`src/hdl/dfdr_pkg.sv`:
```
// Package of types and constants for the display frame deframer and responder
`timescale 1ns / 1ps
`default_nettype none

package dfdr_pkg;

   localparam logic [7:0] FRAME_HEAD   = 8'h55;
   localparam logic [7:0] REPLY_ZERO   = 8'h00;
   localparam logic [7:0] REPLY_FIXED  = 8'd100;
   localparam int         WIN_DEPTH    = 4;
   localparam logic [2:0] WIN_FULL     = 3'd4;
   // floor(level * 68 / 120) == (level * 37145) >> 16 for every 8-bit level
   localparam logic [15:0] LEVEL_RECIP = 16'd37145;

   // reply byte positions
   localparam logic [2:0] POS_HEAD  = 3'd0;
   localparam logic [2:0] POS_ZERO  = 3'd1;
   localparam logic [2:0] POS_SPDLO = 3'd2;
   localparam logic [2:0] POS_SPDHI = 3'd3;
   localparam logic [2:0] POS_FIXED = 3'd4;
   localparam logic [2:0] POS_LEVEL = 3'd5;
   localparam logic [2:0] POS_SUM   = 3'd6;

   typedef struct packed {
      logic [15:0] speed;
      logic [7:0]  level;
      logic [3:0]  mode;
      logic        reverse;
   } frame_rec_type;

endpackage

`default_nettype wire

```
`src/hdl/dfdr_front.sv`:
```
// Front end: sliding window, frame match and reply record build
`timescale 1ns / 1ps
`default_nettype none

module dfdr_front (
   input  wire logic                   clock,
   input  wire logic                   reset,
   input  wire logic                   accept,
   input  wire logic [7:0]             rx_byte,
   input  wire logic [15:0]            speed_now,
   input  wire logic [7:0]             current_level,
   output logic                        push,
   output dfdr_pkg::frame_rec_type     push_data
);

   logic [7:0]  win_ff [dfdr_pkg::WIN_DEPTH];
   logic [7:0]  win_in [dfdr_pkg::WIN_DEPTH];
   logic [2:0]  fill_ff;
   logic [2:0]  fill_in;
   logic [7:0]  sum3;
   logic        match;
   logic [23:0] level_prod;

   assign sum3  = 8'(win_ff[1] + win_ff[2] + win_ff[3]);
   assign match = (fill_ff == dfdr_pkg::WIN_FULL) && (win_ff[0] == dfdr_pkg::FRAME_HEAD) &&
                  (rx_byte == sum3);
   assign push  = accept && match;

   assign level_prod = current_level * dfdr_pkg::LEVEL_RECIP;

   always_comb begin
      push_data.speed   = speed_now;
      push_data.level   = level_prod[23:16];
      push_data.mode    = win_ff[1][7:4];
      push_data.reverse = win_ff[3][0];
   end

   always_comb begin
      win_in  = win_ff;
      fill_in = fill_ff;
      if (accept) begin
         if (match) begin
            fill_in = '0;
         end else if (fill_ff == dfdr_pkg::WIN_FULL) begin
            win_in[0] = win_ff[1];
            win_in[1] = win_ff[2];
            win_in[2] = win_ff[3];
            win_in[3] = rx_byte;
         end else begin
            win_in[fill_ff[1:0]] = rx_byte;
            fill_in = 3'(fill_ff + 3'd1);
         end
      end
   end

   always_ff @(posedge clock) begin
      win_ff <= win_in;
      if (reset) begin
         fill_ff <= '0;
      end else begin
         fill_ff <= fill_in;
      end
   end

endmodule

`default_nettype wire

```
`src/hdl/dfdr_queue.sv`:
```
// Short queue of matched-frame records between front and back end
`timescale 1ns / 1ps
`default_nettype none

module dfdr_queue #(
   parameter int DEPTH = 2
) (
   input  wire logic                   clock,
   input  wire logic                   reset,
   input  wire logic                   push,
   input  wire dfdr_pkg::frame_rec_type push_data,
   input  wire logic                   pop,
   output logic                        full,
   output logic                        head_valid,
   output dfdr_pkg::frame_rec_type     head_data
);

   localparam int PTR_W = (DEPTH > 1) ? $clog2(DEPTH) : 1;
   localparam int CNT_W = $clog2(DEPTH + 1);

   dfdr_pkg::frame_rec_type entry_ff [DEPTH];
   logic [PTR_W-1:0] wr_ptr_ff, wr_ptr_in;
   logic [PTR_W-1:0] rd_ptr_ff, rd_ptr_in;
   logic [CNT_W-1:0] count_ff, count_in;
   logic             do_push, do_pop;

   assign full       = (count_ff == CNT_W'(DEPTH));
   assign head_valid = (count_ff != '0);
   assign head_data  = entry_ff[rd_ptr_ff];
   assign do_push    = push && !full;
   assign do_pop     = pop && head_valid;

   always_comb begin
      wr_ptr_in = wr_ptr_ff;
      rd_ptr_in = rd_ptr_ff;
      count_in  = count_ff;
      if (do_push) begin
         wr_ptr_in = (wr_ptr_ff == PTR_W'(DEPTH - 1)) ? '0 : PTR_W'(wr_ptr_ff + 1'b1);
      end
      if (do_pop) begin
         rd_ptr_in = (rd_ptr_ff == PTR_W'(DEPTH - 1)) ? '0 : PTR_W'(rd_ptr_ff + 1'b1);
      end
      if (do_push && !do_pop) begin
         count_in = CNT_W'(count_ff + 1'b1);
      end else if (do_pop && !do_push) begin
         count_in = CNT_W'(count_ff - 1'b1);
      end
   end

   always_ff @(posedge clock) begin
      if (do_push) begin
         entry_ff[wr_ptr_ff] <= push_data;
      end
      if (reset) begin
         wr_ptr_ff <= '0;
         rd_ptr_ff <= '0;
         count_ff  <= '0;
      end else begin
         wr_ptr_ff <= wr_ptr_in;
         rd_ptr_ff <= rd_ptr_in;
         count_ff  <= count_in;
      end
   end

endmodule

`default_nettype wire

```
`src/hdl/dfdr_back.sv`:
```
// Back end: reply byte sequencer with registered response stage
`timescale 1ns / 1ps
`default_nettype none

module dfdr_back (
   input  wire logic                   clock,
   input  wire logic                   reset,
   input  wire logic                   head_valid,
   input  wire dfdr_pkg::frame_rec_type head_data,
   output logic                        pop,
   output logic                        rsp_valid,
   input  wire logic                   rsp_stall,
   output logic [7:0]                  rsp_reply_byte,
   output logic                        rsp_reply_last,
   output logic [3:0]                  rsp_drive_mode,
   output logic                        rsp_reverse_on
);

   logic       valid_ff, valid_in;
   logic [2:0] pos_ff, pos_in;
   logic [7:0] byte_ff, byte_in;
   logic       last_ff;
   logic [3:0] mode_ff;
   logic       rev_ff;
   logic       advance;
   logic [7:0] spd_lo, spd_hi, check;

   assign advance = head_valid && (!valid_ff || !rsp_stall);
   assign pop     = advance && (pos_ff == dfdr_pkg::POS_SUM);

   assign spd_lo = head_data.speed[7:0];
   assign spd_hi = head_data.speed[15:8];
   assign check  = 8'(dfdr_pkg::REPLY_ZERO + spd_lo + spd_hi + dfdr_pkg::REPLY_FIXED +
                      head_data.level);

   always_comb begin
      unique case (pos_ff)
         dfdr_pkg::POS_HEAD:  byte_in = dfdr_pkg::FRAME_HEAD;
         dfdr_pkg::POS_ZERO:  byte_in = dfdr_pkg::REPLY_ZERO;
         dfdr_pkg::POS_SPDLO: byte_in = spd_lo;
         dfdr_pkg::POS_SPDHI: byte_in = spd_hi;
         dfdr_pkg::POS_FIXED: byte_in = dfdr_pkg::REPLY_FIXED;
         dfdr_pkg::POS_LEVEL: byte_in = head_data.level;
         default:             byte_in = check;
      endcase
   end

   always_comb begin
      pos_in   = pos_ff;
      valid_in = valid_ff;
      if (advance) begin
         valid_in = 1'b1;
         pos_in   = (pos_ff == dfdr_pkg::POS_SUM) ? dfdr_pkg::POS_HEAD : 3'(pos_ff + 3'd1);
      end else if (!rsp_stall) begin
         valid_in = 1'b0;
      end
   end

   always_ff @(posedge clock) begin
      if (advance) begin
         byte_ff <= byte_in;
         last_ff <= (pos_ff == dfdr_pkg::POS_SUM);
         mode_ff <= head_data.mode;
         rev_ff  <= head_data.reverse;
      end
      if (reset) begin
         valid_ff <= 1'b0;
         pos_ff   <= dfdr_pkg::POS_HEAD;
      end else begin
         valid_ff <= valid_in;
         pos_ff   <= pos_in;
      end
   end

   assign rsp_valid      = valid_ff;
   assign rsp_reply_byte = byte_ff;
   assign rsp_reply_last = last_ff;
   assign rsp_drive_mode = mode_ff;
   assign rsp_reverse_on = rev_ff;

endmodule

`default_nettype wire

```
`src/hdl/display_frame_deframer_responder_core.sv`:
```
// Top level of the display frame deframer and responder
`timescale 1ns / 1ps
`default_nettype none

// Takes one received byte per request, with the current speed and level, and
// looks for a five-byte frame (0x55, three payload bytes, their mod-256 sum).
// A request that does not complete a frame produces no response; a request
// that does completes it, empties the window and yields seven response bytes
// (0x55, 0x00, speed low, speed high, 100, level*68/120, checksum), the last
// one flagged, each carrying the frame's mode and reverse bits. The front end
// takes a request every cycle while its queue has room; the back end sends one
// response byte per cycle while rsp_stall is low and a frame is queued, and up
// to QUEUE_DEPTH matched frames wait between the two. No clearing pass after
// reset.
module display_frame_deframer_responder_core #(
   parameter int QUEUE_DEPTH = 2
) (
   input  wire logic        clock,
   input  wire logic        reset,
   input  wire logic        req_valid,
   output logic             req_stall,
   input  wire logic [7:0]  req_rx_byte,
   input  wire logic [15:0] req_speed_now,
   input  wire logic [7:0]  req_current_level,
   output logic             rsp_valid,
   input  wire logic        rsp_stall,
   output logic [7:0]       rsp_reply_byte,
   output logic             rsp_reply_last,
   output logic [3:0]       rsp_drive_mode,
   output logic             rsp_reverse_on
);

   dfdr_pkg::frame_rec_type push_data;
   dfdr_pkg::frame_rec_type head_data;
   logic push, pop, full, head_valid, accept;

   assign req_stall = full;
   assign accept    = req_valid && !full;

   dfdr_front u_front (
      .clock         (clock),
      .reset         (reset),
      .accept        (accept),
      .rx_byte       (req_rx_byte),
      .speed_now     (req_speed_now),
      .current_level (req_current_level),
      .push          (push),
      .push_data     (push_data)
   );

   dfdr_queue #(
      .DEPTH (QUEUE_DEPTH)
   ) u_queue (
      .clock      (clock),
      .reset      (reset),
      .push       (push),
      .push_data  (push_data),
      .pop        (pop),
      .full       (full),
      .head_valid (head_valid),
      .head_data  (head_data)
   );

   dfdr_back u_back (
      .clock          (clock),
      .reset          (reset),
      .head_valid     (head_valid),
      .head_data      (head_data),
      .pop            (pop),
      .rsp_valid      (rsp_valid),
      .rsp_stall      (rsp_stall),
      .rsp_reply_byte (rsp_reply_byte),
      .rsp_reply_last (rsp_reply_last),
      .rsp_drive_mode (rsp_drive_mode),
      .rsp_reverse_on (rsp_reverse_on)
   );

endmodule

`default_nettype wire

```
`config.mk`:
```
export PLATFORM = sky130hd
export DESIGN_NAME = display_frame_deframer_responder_core
export DESIGN_NICKNAME = d
export VERILOG_FILES = /design/src/hdl/dfdr_pkg.sv /design/src/hdl/dfdr_front.sv /design/src/hdl/dfdr_queue.sv /design/src/hdl/dfdr_back.sv /design/src/hdl/display_frame_deframer_responder_core.sv
export SDC_FILE = /design/constraint.sdc
export NUM_CORES = 1
export LEC_CHECK = 0
export BUFFER_PORTS_ARGS = -buffer_cell sky130_fd_sc_hd__clkbuf_2
export CAP_MARGIN = 25
export CORE_MARGIN = 3
export CORE_UTILIZATION = 40
export CTS_CLUSTER_SIZE = 10
export DETAILED_ROUTE_END_ITERATION = 12
export GPL_TIMING_DRIVEN = 1
export PLACE_DENSITY = 0.56
export SYNTH_ARGS = -nofsm -noshare
export SYNTH_HDL_FRONTEND = slang
export SYNTH_SLANG_ARGS = --single-unit
```
`constraint.sdc`:
```
create_clock -name clock -period 7.05 [get_ports clock]
set_input_delay 1.0575 -clock clock [delete_from_list [all_inputs] [get_ports clock]]
set_output_delay 1.0575 -clock clock [all_outputs]
set_load 0.02 [all_outputs]
```
# == After elaboration in Yosys (flattened, before gate mapping) ==
# Memory sizes are Yosys's and may differ from the RTL's. A register that Yosys moved wholly into a read port is not among the register bits.
# Index checks and enable logic that the tools add are counted.
# Widths: inputs -> output; s select.
# classes
n_addsub,11
multipliers,1
order_cmp,2
eq_ne,12
muxes,18
bitwise,2
reduce_logical,22
# ops
cell,n
$pmux 8 s6,1
$add 8x8->8,4
$bwmux 32,1
$mux 32,1
$mul 8x16->24 const B,1
$demux 8 s2,1
$eq 3x3->1 const B,4
$logic_and 1x1->1,11
$mux 3,3
$add 8x7->8 const B,1
$eq 8x7->1 const B,1
$eq 8x8->1,1
$mux 1,8
$mux 8,1
$add 3x1->3 const B,2
$eq 3x2->1 const B,2
$logic_not 1->1,5
$mux 2,2
$ne 2x1->1 const B,2
$reduce_and 2->1,2
$reduce_bool 2->1,2
$eq 3x1->1 const B,1
$ge 3x3->1 const B,1
$logic_not 3->1,1
8 further kinds,9
# word_totals
register_bits,57
mem_bits_rw,58
input_bits,36
out_inout_bits,16
elab_cells,83
mem_count,1
# memory_table
name,depth,word_bits,read_ports,rd_ports_with_merged_regs,wr,line,rtl
u_queue.entry_ff,2,29,1,1,1,dfdr_queue.sv:21,dfdr_pkg::frame_rec_type entry_ff [DEPTH];

# == Logic depth before layout (Yosys ltp) ==
# Gate-level depths: netlist (run 1).
# depth
ltp_word,10
mapped_depth,14
ltp_nobuf,14

# == By module ==
# From an unflattened synthesis (run 1), not the netlist that was laid out.
# unflattened
cells_unflattened,614
area_unflattened_um2,7230.7
# by_module_without_submodules
module,instances,cells_each,area_each_um2,seq_area_each_um2
dfdr_front,1,352,3520.9,1021.0
dfdr_queue,1,115,2308.5,1841.8
dfdr_back,1,146,1387.6,500.5
display_frame_deframer_responder_core,1,1,13.8,0.0

# == Least setup slack after synthesis (run 1) ==
# OpenSTA, ideal clock, no wires.
# synth_timing
path_kind,input port to flip-flop
startpoint,in req_current_level[3]
endpoint,mem u_queue.entry_ff[0][12] (netlist name) (data pin)
setup_ns,0.263
t_arrival_ns,3.796
slack_ns,2.991
path_stages,10
path_buffers,0
path_cell_list,ha_1 -> ha_1 -> fa_1 -> ha_1 -> ha_1 -> a41o_1 -> o211ai_1 -> a31oi_1 -> or2_2 -> a211o_1
# synth_lines
element,line,rtl
from (decl),display_frame_deframer_responder_core.sv:24,"input wire logic [7:0] req_current_level,"
to (decl),dfdr_queue.sv:21,

# == Worst setup path in the final report (run 1) ==
# layout_timing
startpoint,"reg u_front.win_ff, in the netlist u_front.push_data[0]"
endpoint,"mem u_queue.entry_ff[0][10] (netlist name), enable pin"
# layout_between
elab_chain_cells,7
# layout_rtl
element,line,rtl
from (decl),dfdr_front.sv:16,logic [7:0] win_ff [dfdr_pkg::WIN_DEPTH];
from (signal assigned),dfdr_front.sv:57,win_ff <= win_in;
$add 8x8->8,dfdr_front.sv:24,assign sum3 = 8'(win_ff[1] + win_ff[2] + win_ff[3]);
$eq 8x8->1,dfdr_front.sv:26,(rx_byte == sum3);
$logic_and 1x1->1,dfdr_front.sv:25,assign match = (fill_ff == dfdr_pkg::WIN_FULL) && (win_ff[0] == dfdr_pkg::FRAME_HEAD) &&
$logic_and 1x1->1,dfdr_front.sv:27,assign push = accept && match;
$logic_and 1x1->1,dfdr_queue.sv:30,assign do_push = push && !full;
via u_queue.do_push,dfdr_queue.sv:25,"logic do_push, do_pop;"
$mux 1,dfdr_queue.sv:51,if (do_push) begin
$mux 1 (implied by the code),dfdr_queue.sv:52,entry_ff[wr_ptr_ff] <= push_data;
# The timed path passes the listed nets, and every way through them passes these cells.

==> results of run 1 <==
report_power, final:
group          internal [mW]  total (mW)  leakage (nW)  switching (mW)
combinational         0.0898       0.209          1.85           0.119
clock                  0.583       0.869         0.293           0.286
sequential             0.764       0.769          1.05         0.00503
layer usage:
| metal | wire (um) | up-vias | GRT usage [%] | part of all wire [%] |
|---|---|---|---|---|
| met5 | 7 | - | 0 | 0.049 |
| met4 | 232 | 2 | 5.21 | 1.6 |
| met3 | 703 | 21 | 2.90 | 4.9 |
| met2 | 6510 | 103 | 24.0 | 46 |
| met1 | 6760 | 2191 | 21.9 | 48 |
| li1 | - | 2192 | - | - |
worst max-delay path, cell delays in order, from the launching register on:
cell	delay [ns]
edfxtp_1	0.44
inv_1	0.09
fa_1	0.42
inv_1	0.07
ha_1	0.20
fa_1	0.45
xnor2_1	0.18
nand4_1	0.13
nor4_1	0.32
nand4_1	0.36
nor4_2	0.41
and2b_1	0.67
buf_4	0.37
stage by stage:
step | std cells | power, mW | hold WS [ns] | utilization (%) | setup slack (ns)
floorplan | 572 | 0.927 | 0.468 | - | 2.99
global placement | 832 | 0.983 | 0.466 | 44.4 | 2.67
detailed placement | 832 | 0.991 | 0.492 | 44.4 | 2.63
CTS | 864 | 1.86 | 0.507 | 48.0 | 2.61
global route | 865 | 1.92 | 0.548 | 48.0 | 2.28
finish | 865 | 1.85 | 0.494 | 48.0 | 2.60
area by class of cell:
class / count / share of cell area [%]
timing repair buffer: 57 / 3.69
tap: 220 / 3.41
inverter: 47 / 2.19
clock buffer: 19 / 5.36
clock inverter: 13 / 2.03
sequential: 116 / 41.7
multi-input combinational: 393 / 41.7
final timing paths:
path,startpoint,to,cells after the start
max,u_front.push_data[0]$_DFFE_PP_,u_queue.entry_ff[0][10]$_DFFE_PP_,12
max reg2reg,u_front.push_data[0]$_DFFE_PP_,u_queue.entry_ff[0][10]$_DFFE_PP_,12
min reg2reg,u_back.rsp_valid$_SDFFE_PP0P_,u_back.rsp_valid$_SDFFE_PP0P_,2
min,u_back.rsp_valid$_SDFFE_PP0P_,u_back.rsp_valid$_SDFFE_PP0P_,2
sequential cells by signal, indices dropped and copies added, names as in the netlist, named ones only:
signal,cells
u_queue.entry_ff,58
u_back.pos_ff,3
u_back.rsp_drive_mode,4
u_front.push_data,5
u_queue.count_ff,2
u_back.rsp_reverse_on,1
u_back.rsp_valid,1
u_front.fill_ff,3
u_queue.rd_ptr_ff,1
u_queue.wr_ptr_ff,1
u_front.win_ff,27
u_back.rsp_reply_byte,8
u_back.rsp_reply_last,1
cell usage in the layout, fill, tap and decap left out, drive strengths merged, types with 8 or more instances in the layout:
master,count
edfxtp,104
clkinv,8
xnor2,19
clkbuf,70
a21oi,20
inv,47
ha,73
nand2,50
nor3,10
xor2,14
mux2i,21
nor2b,18
fa,25
nor2,28
mux2,19
dfxtp,12
o21ai,27
cells by family after synthesis:
logic type / Yosys count / share of synthesized area, %
mux: 40 / 6.10
compound gates: 89 / 8.24
simple gates: 133 / 9.26
buf+inv: 63 / 3.45
fa+ha+maj: 98 / 20.3
xor+xnor: 33 / 4.26
flops: 116 / 48.4
==> metrics.md, run 1 <==
| Metric | Value |
|---|---|
| DRC | 0 |
| Period Utilization, post-route | 63.1% |
| Flop-to-flop setup slack | 2.60 ns |
| CTS tree | done |
| Vias in the first global route | 4,473 |
| CTS sink cnt | 116 |
| Static Leak | 3.19 nW |
| Clock Tree Buf Depth | 2 |
| VDD IR max | 0.128 mV |
| Row count | 47 |
| Synth Flop Type | edfxtp_1 |
| Library cells used by synthesis | 54 |
| Final HPWL DP | 10,600 um |
| Critical path class | reg -> reg |
| Register area | 3360 um^2 |
| Global Route Usage Sum | 15.5% |
| Post-synth top area cell | edfxtp_1 |
| WP data arrival | 4.54 ns |
| Initial antenna violation count | 1 |
| Drt first pass iters | 5 |
| Grt ovf | 0 |
| # port buffers | 51 |
| Ant diodes | 0 |
| Mean Syn Cell Area | 12.2 um^2 |
| Iteration-0 DRC Markers | 393 |
| Syn_nets | 706 |
| Global-route wire length before repair | 22,700 um |
| Final-report max-slew violation count | 0 |
| Multi-input gate area | 3360 um^2 |
| IO Pins | 52 |
| Clock-pin slew on the worst setup and hold paths | 0.05 ns |
| H-Tree Depth | 4 |
| Pwr/cell area | 229 nW/um^2 |
| CTS Root Cell | clkbuf_16 |
| Die Y | 138 um |
| Slew headroom | 42.3% |
| Largest net degree at the start of global routing | 41 |
| Post_cts resized | 0 |
| Post-Synthesis Cell Area | 6960 um^2 |
| Clk_skew | 0.00870 ns |
| Dpl cell area | 7470 um^2 |
| P&R area growth vs syn | 16.0% |
| Final nets | 766 |
| Setup crit end kind | flip-flop |
| Total routed wirelength | 14,200 um |
| Via Count | 4,509 |
| CTS Buf Count | 17 |
| Worst Path Max Fanout | 16 |
| Peak Freq | 225 MHz |
| Unrepaired setup endpoints after global routing | no |
| Post-synth top area share | 44.9% |
| Slew @ Worst Pin | 0.861 ns |
| Die area | 19,000 um^2 |
| Fin Setup TNS | 0 ns |
| Routed Antenna Nets | 0 |
| Hold Crit Class | reg -> reg |
| WP data required | 7.14 ns |
| Crit path launch type | flip-flop |
| Filler instances | 1,529 |
| GPL Wtd Cong | 0.840 |
| Worst skew pair latency | 0.41 ns |
| Post-CTS setup buffer count | 0 |
| Post-synth EDFFs | 104 |
| Post-layout min period | 4.45 ns |
| Asr flop ratio synth | 0% |
| Synth Register Bits | 116 |
| Status | completed |
| WL per Instance | 16.4 um |
| # setup viols final | 0 |
| YS warnings | 0 |
| Final Hold Vio Count | 0 |
| Final Cell Area | 8070 um^2 |
| Top cells by area, synth | edfxtp_1 (45%), ha_1 (13%), fa_1 (7.2%) |
| Mapped Cells | 572 |
| Initial core utilization | 41.4% |
| Register area share after synthesis | 48.4% |
| Via density | 5.21 |
| Die W | 138 um |
| Post-synth top cells | edfxtp_1 (104), ha_1 (73), nand2_1 (50) |
| Hold_buf cts | 0 |
| Max Cap Viol | 0 |
| Most frequent cell after synthesis | edfxtp_1 |
| Layout cells sized above 1 | 16.9% |
| Core footprint | 16,800 um^2 |
Power figures use the tool's default switching activity.
==> run 2, diff against run 1 <==
--- a/config.mk
+++ b/config.mk
@@ -5,6 +5,7 @@
 export SDC_FILE = /design/constraint.sdc
 export NUM_CORES = 1
 export LEC_CHECK = 0
+export ABC_AREA = 1
 export BUFFER_PORTS_ARGS = -buffer_cell sky130_fd_sc_hd__clkbuf_2
 export CAP_MARGIN = 25
 export CORE_MARGIN = 3
==> constraint.sdc (replaced) <==
create_clock -name clock -period 4.5 [get_ports clock]
set_input_delay 0.675 -clock clock [delete_from_list [all_inputs] [get_ports clock]]
set_output_delay 0.675 -clock clock [all_outputs]
set_load 0.02 [all_outputs]
==> run 2 against run 1 <==
Net effect: hold slack got worse by 0.044 ns; routed wire length rose by 12%; critical path depth rose by 4; final cell count rose by 19%; setup slack got worse by 1.6 ns; first-iteration DRC count fell by 14%; clock skew fell by 0.00087 ns; sequential share of layout area fell by 1.8 points; combinational power rose by 93%; sequential power rose by 57%; global-route usage rose by 1.5 points; count of clock-buffer cells in the layout fell by 2.
==> metrics.md, run 2 <==
| Metric | Value |
|---|---|
| Status | completed |
| Post-layout min period | 3.52 ns (-0.932 ns) |
| Crit path launch type | flip-flop |
| # port buffers | 51 (unchanged) |
| Largest register FFs | 58 (unchanged) |
| Slew headroom | 45.6% (+3.3 points) |
| Die W | 141 um (+2.3%) |
| Final nets | 928 (+21%) |
| Initial antenna violation count | 0 (-1) |
| Final-report max-slew violation count | 0 (unchanged) |
| Setup crit end kind | flip-flop |
| VDD IR max | 0.240 mV (+88%) |
| Post-synth top area share | 42.8% (-2.1 points) |
| Drt first pass iters | 4 (-1) |
| Initial core utilization | 41.5% (+0.13 points) |
| Post-CTS setup buffer count | 0 (unchanged) |
| P&R area growth vs syn | 15.5% |
| Grt ovf | 0 (unchanged) |
| Commonest non-fill, non-tap cells in the layout | nand2_1 (168), edfxtp_1 (104), inv_1 (90), ha_1 (73), clkbuf_2 (51) |
| WL per Instance | 15.4 um (-6.3%) |
| Max Cap Viol | 0 (unchanged) |
| Period Utilization, post-route | 78.2% (+15 points) |
| RR Endpoint | u_front.win_ff[17]$_DFFE_PP_ |
| # setup viols final | 0 (unchanged) |
| Non-Filler Instances | 1,031 (+19%) |
| Die area | 19,900 um^2 (+4.7%) |
| Synth Flop Type | edfxtp_1 |
| Clock-pin slew on the worst setup and hold paths | 0.05 ns (about the same) |
| CTS Buf Count | 17 (unchanged) |
| Global Route Usage Sum | 17.0% (+1.5 points) |
| Final Hold Vio Count | 0 (unchanged) |
| Via Count | 5,142 (+14%) |
| Top cells by area, synth | edfxtp_1 (43%), ha_1 (13%), nand2_1 (8.6%) |
| Post-synth top cells | nand2_1 (168), edfxtp_1 (104), inv_1 (90) |
| Routed Antenna Nets | 0 (unchanged) |
| Vias in the first global route | 5,230 (+17%) |
| CTS Root Cell | clkbuf_16 |
| Mapped Cells | 729 (+27%) |
| WP data arrival | 3.64 ns (-0.90 ns) |
| CTS tree | done |
| DRC | 0 (unchanged) |
| Fin Setup TNS | 0 ns (unchanged) |
| Multi-input gate area | 3520 um^2 (+4.7%) |
| H-Tree Depth | 4 (unchanged) |
| Final Cell Area | 8430 um^2 (+4.4%) |
| YS warnings | 0 (unchanged) |
| Hold Crit Class | in -> reg |
| Via density | 4.99 (-4.3%) |
| Register area | 3360 um^2 (unchanged) |
| Clock Tree Buf Depth | 2 (unchanged) |
| Filler instances | 1,642 (+7.4%) |
| Largest net degree at the start of global routing | 30 (-27%) |
| Hold_sp | req_speed_now[4] |
| Post-Synthesis Cell Area | 7300 um^2 (+5.0%) |
| IO Pins | 52 (unchanged) |
| Post-synth top area cell | edfxtp_1 |
| Hold_buf cts | 0 (unchanged) |
| Static Leak | 3.70 nW (+16%) |
| GPL Wtd Cong | 0.864 (+2.9%) |
| Total power | 2.97 mW (+61%) |
| Cell count after placement | 1,000 (+20%) |
| Slew @ Worst Pin | 0.814 ns (-0.0471 ns) |
| Hold Path End | u_queue.entry_ff[0][17]$_DFFE_PP_ |
| Synth Register Bits | 116 (unchanged) |
| Peak Freq | 284 MHz (+26%) |
| Library cells used by synthesis | 46 (-15%) |
| Unrepaired setup endpoints after global routing | no |
| Worst Path Max Fanout | 5 (-11) |
| WP data required | 4.63 ns (-2.51 ns) |
| Iteration-0 DRC Markers | 337 (-14%) |
| Clk_skew | 0.00783 ns (-0.000870 ns) |
| CTS sink cnt | 116 (unchanged) |
| Mean Syn Cell Area | 10.0 um^2 (-18%) |
| Global-route wire length before repair | 26,400 um (+16%) |
| R2r worst-path depth | 16 (+4) |
| Row count | 48 (+2.1%) |
| Dpl cell area | 7840 um^2 (+4.9%) |
| Pwr/cell area | 352 nW/um^2 (+54%) |
| RR Startpoint | u_front.win_ff[9]$_DFFE_PP_ |
| Most frequent cell after synthesis | nand2_1 |
| Final HPWL DP | 12,100 um (+14%) |
| Commonest non-fill, non-tap cell in the layout | nand2_1 |
| Asr flop ratio synth | 0% (unchanged) |
| Die Y | 141 um (+2.3%) |
| Register area share after synthesis | 46.1% (-2.3 points) |
| Biggest register | u_queue.entry_ff |
| Total routed wirelength | 15,900 um (+12%) |
| Worst skew pair latency | 0.42 ns (about the same) |
| Syn_nets | 863 (+22%) |
| Post_cts resized | 0 (unchanged) |
| Core footprint | 17,600 um^2 (+4.6%) |
| Worst hold path stage count | 1 (-1) |
| Post-synth EDFFs | 104 (unchanged) |
| Critical path class | reg -> reg |
| Flop-to-flop setup slack | 0.98 ns (-1.62 ns) |
| Ant diodes | 0 (unchanged) |
| Layout cells sized above 1 | 16.1% (-0.77 points) |
[run 2: changes by cell type in the layout (fill, tap and decap cells not counted), sizes merged, moves of 4 or more]
cell / change
nor2: +27
a21oi: +8
nor2b: -18
mux2: -19
and2: -5
a221oi: -4
a21o: -5
inv: +47
xnor2: -10
nand4: +8
nand3: +36
nand2: +136
mux2i: -13
[run 2: cells by family (layout without fill, tap and decap cells)]
family                   count (synthesis)  count (layout)  share of synthesized area (%)
AND/OR/NAND/NOR                        305             305                           19.4
flip-flops                             116             116                           46.1
buffers and inverters                  108             185                           5.79
adder cells (fa/ha/maj)                 98              98                           19.4
AO/OA/AOI/OAI                           74              74                           5.79
XOR/XNOR                                20              20                           2.50
multiplexers                             8               8                           1.10
[run 2: report_power, final]
group | internal, mW | switching, mW
clock network | 0.906 | 0.451
registers | 1.20 | 0.00913
logic | 0.154 | 0.249
[run 2: layout make-up]
class,count,share of cell area (%)
Clock buffer,17,5.05
Tap cell,225,3.34
Clock inverter,14,1.99
Timing Repair Buffer,59,3.74
Inverter,95,4.23
Sequential cell,116,39.9
Multi-Input combinational cell,505,41.8
[run 2: metal layers]
metal  global-route usage [%]  up-vias  wire, um
met2                     27.2      105      7510
met3                     3.70       18       642
met1                     22.6     2437      7430
met5                        0        -         0
met4                     6.48        0       297
li1                         -     2582         -
[run 2: critical path: stages, from the launching register on]
cell	delay [ns]
edfxtp_1	0.44
fa_1	0.50
ha_1	0.28
fa_1	0.44
inv_1	0.08
nand2_1	0.07
nand2_1	0.06
nand2_1	0.08
nand2_1	0.07
inv_1	0.04
nand4_1	0.13
nor2_4	0.06
and2_4	0.14
nand2_2	0.05
nand2_2	0.08
nor2_1	0.45
buf_4	0.26
[run 2: how the worst max path moves through the flow]
stage               slack [ns]                   startpoint  cells after the start                           endpoint
floorplan                 0.63  u_front.win_ff[1]$_DFFE_PP_                     12   u_queue.entry_ff[0][0]$_DFFE_PP_
global placement          0.82         req_current_level[4]                     13  u_queue.entry_ff[0][10]$_DFFE_PP_
detailed placement        0.70         req_current_level[3]                     16  u_queue.entry_ff[1][11]$_DFFE_PP_
CTS                       0.94  u_front.win_ff[1]$_DFFE_PP_                     16       u_front.win_ff[17]$_DFFE_PP_
global route              0.62  u_front.win_ff[9]$_DFFE_PP_                     17   u_queue.count_ff[1]$_SDFFE_PP0P_
finish                    0.98  u_front.win_ff[9]$_DFFE_PP_                     16       u_front.win_ff[17]$_DFFE_PP_
[run 2: through the flow]
stage                     hold WS [ns]  util [%]  setup WS, ns
after detailed placement         0.456      44.5         0.702
final                            0.451      47.9         0.981
after global placement           0.437      44.5         0.823
after CTS                        0.431      47.9         0.943
after global routing             0.435      47.9         0.621
after floorplan                  0.425         -         0.628
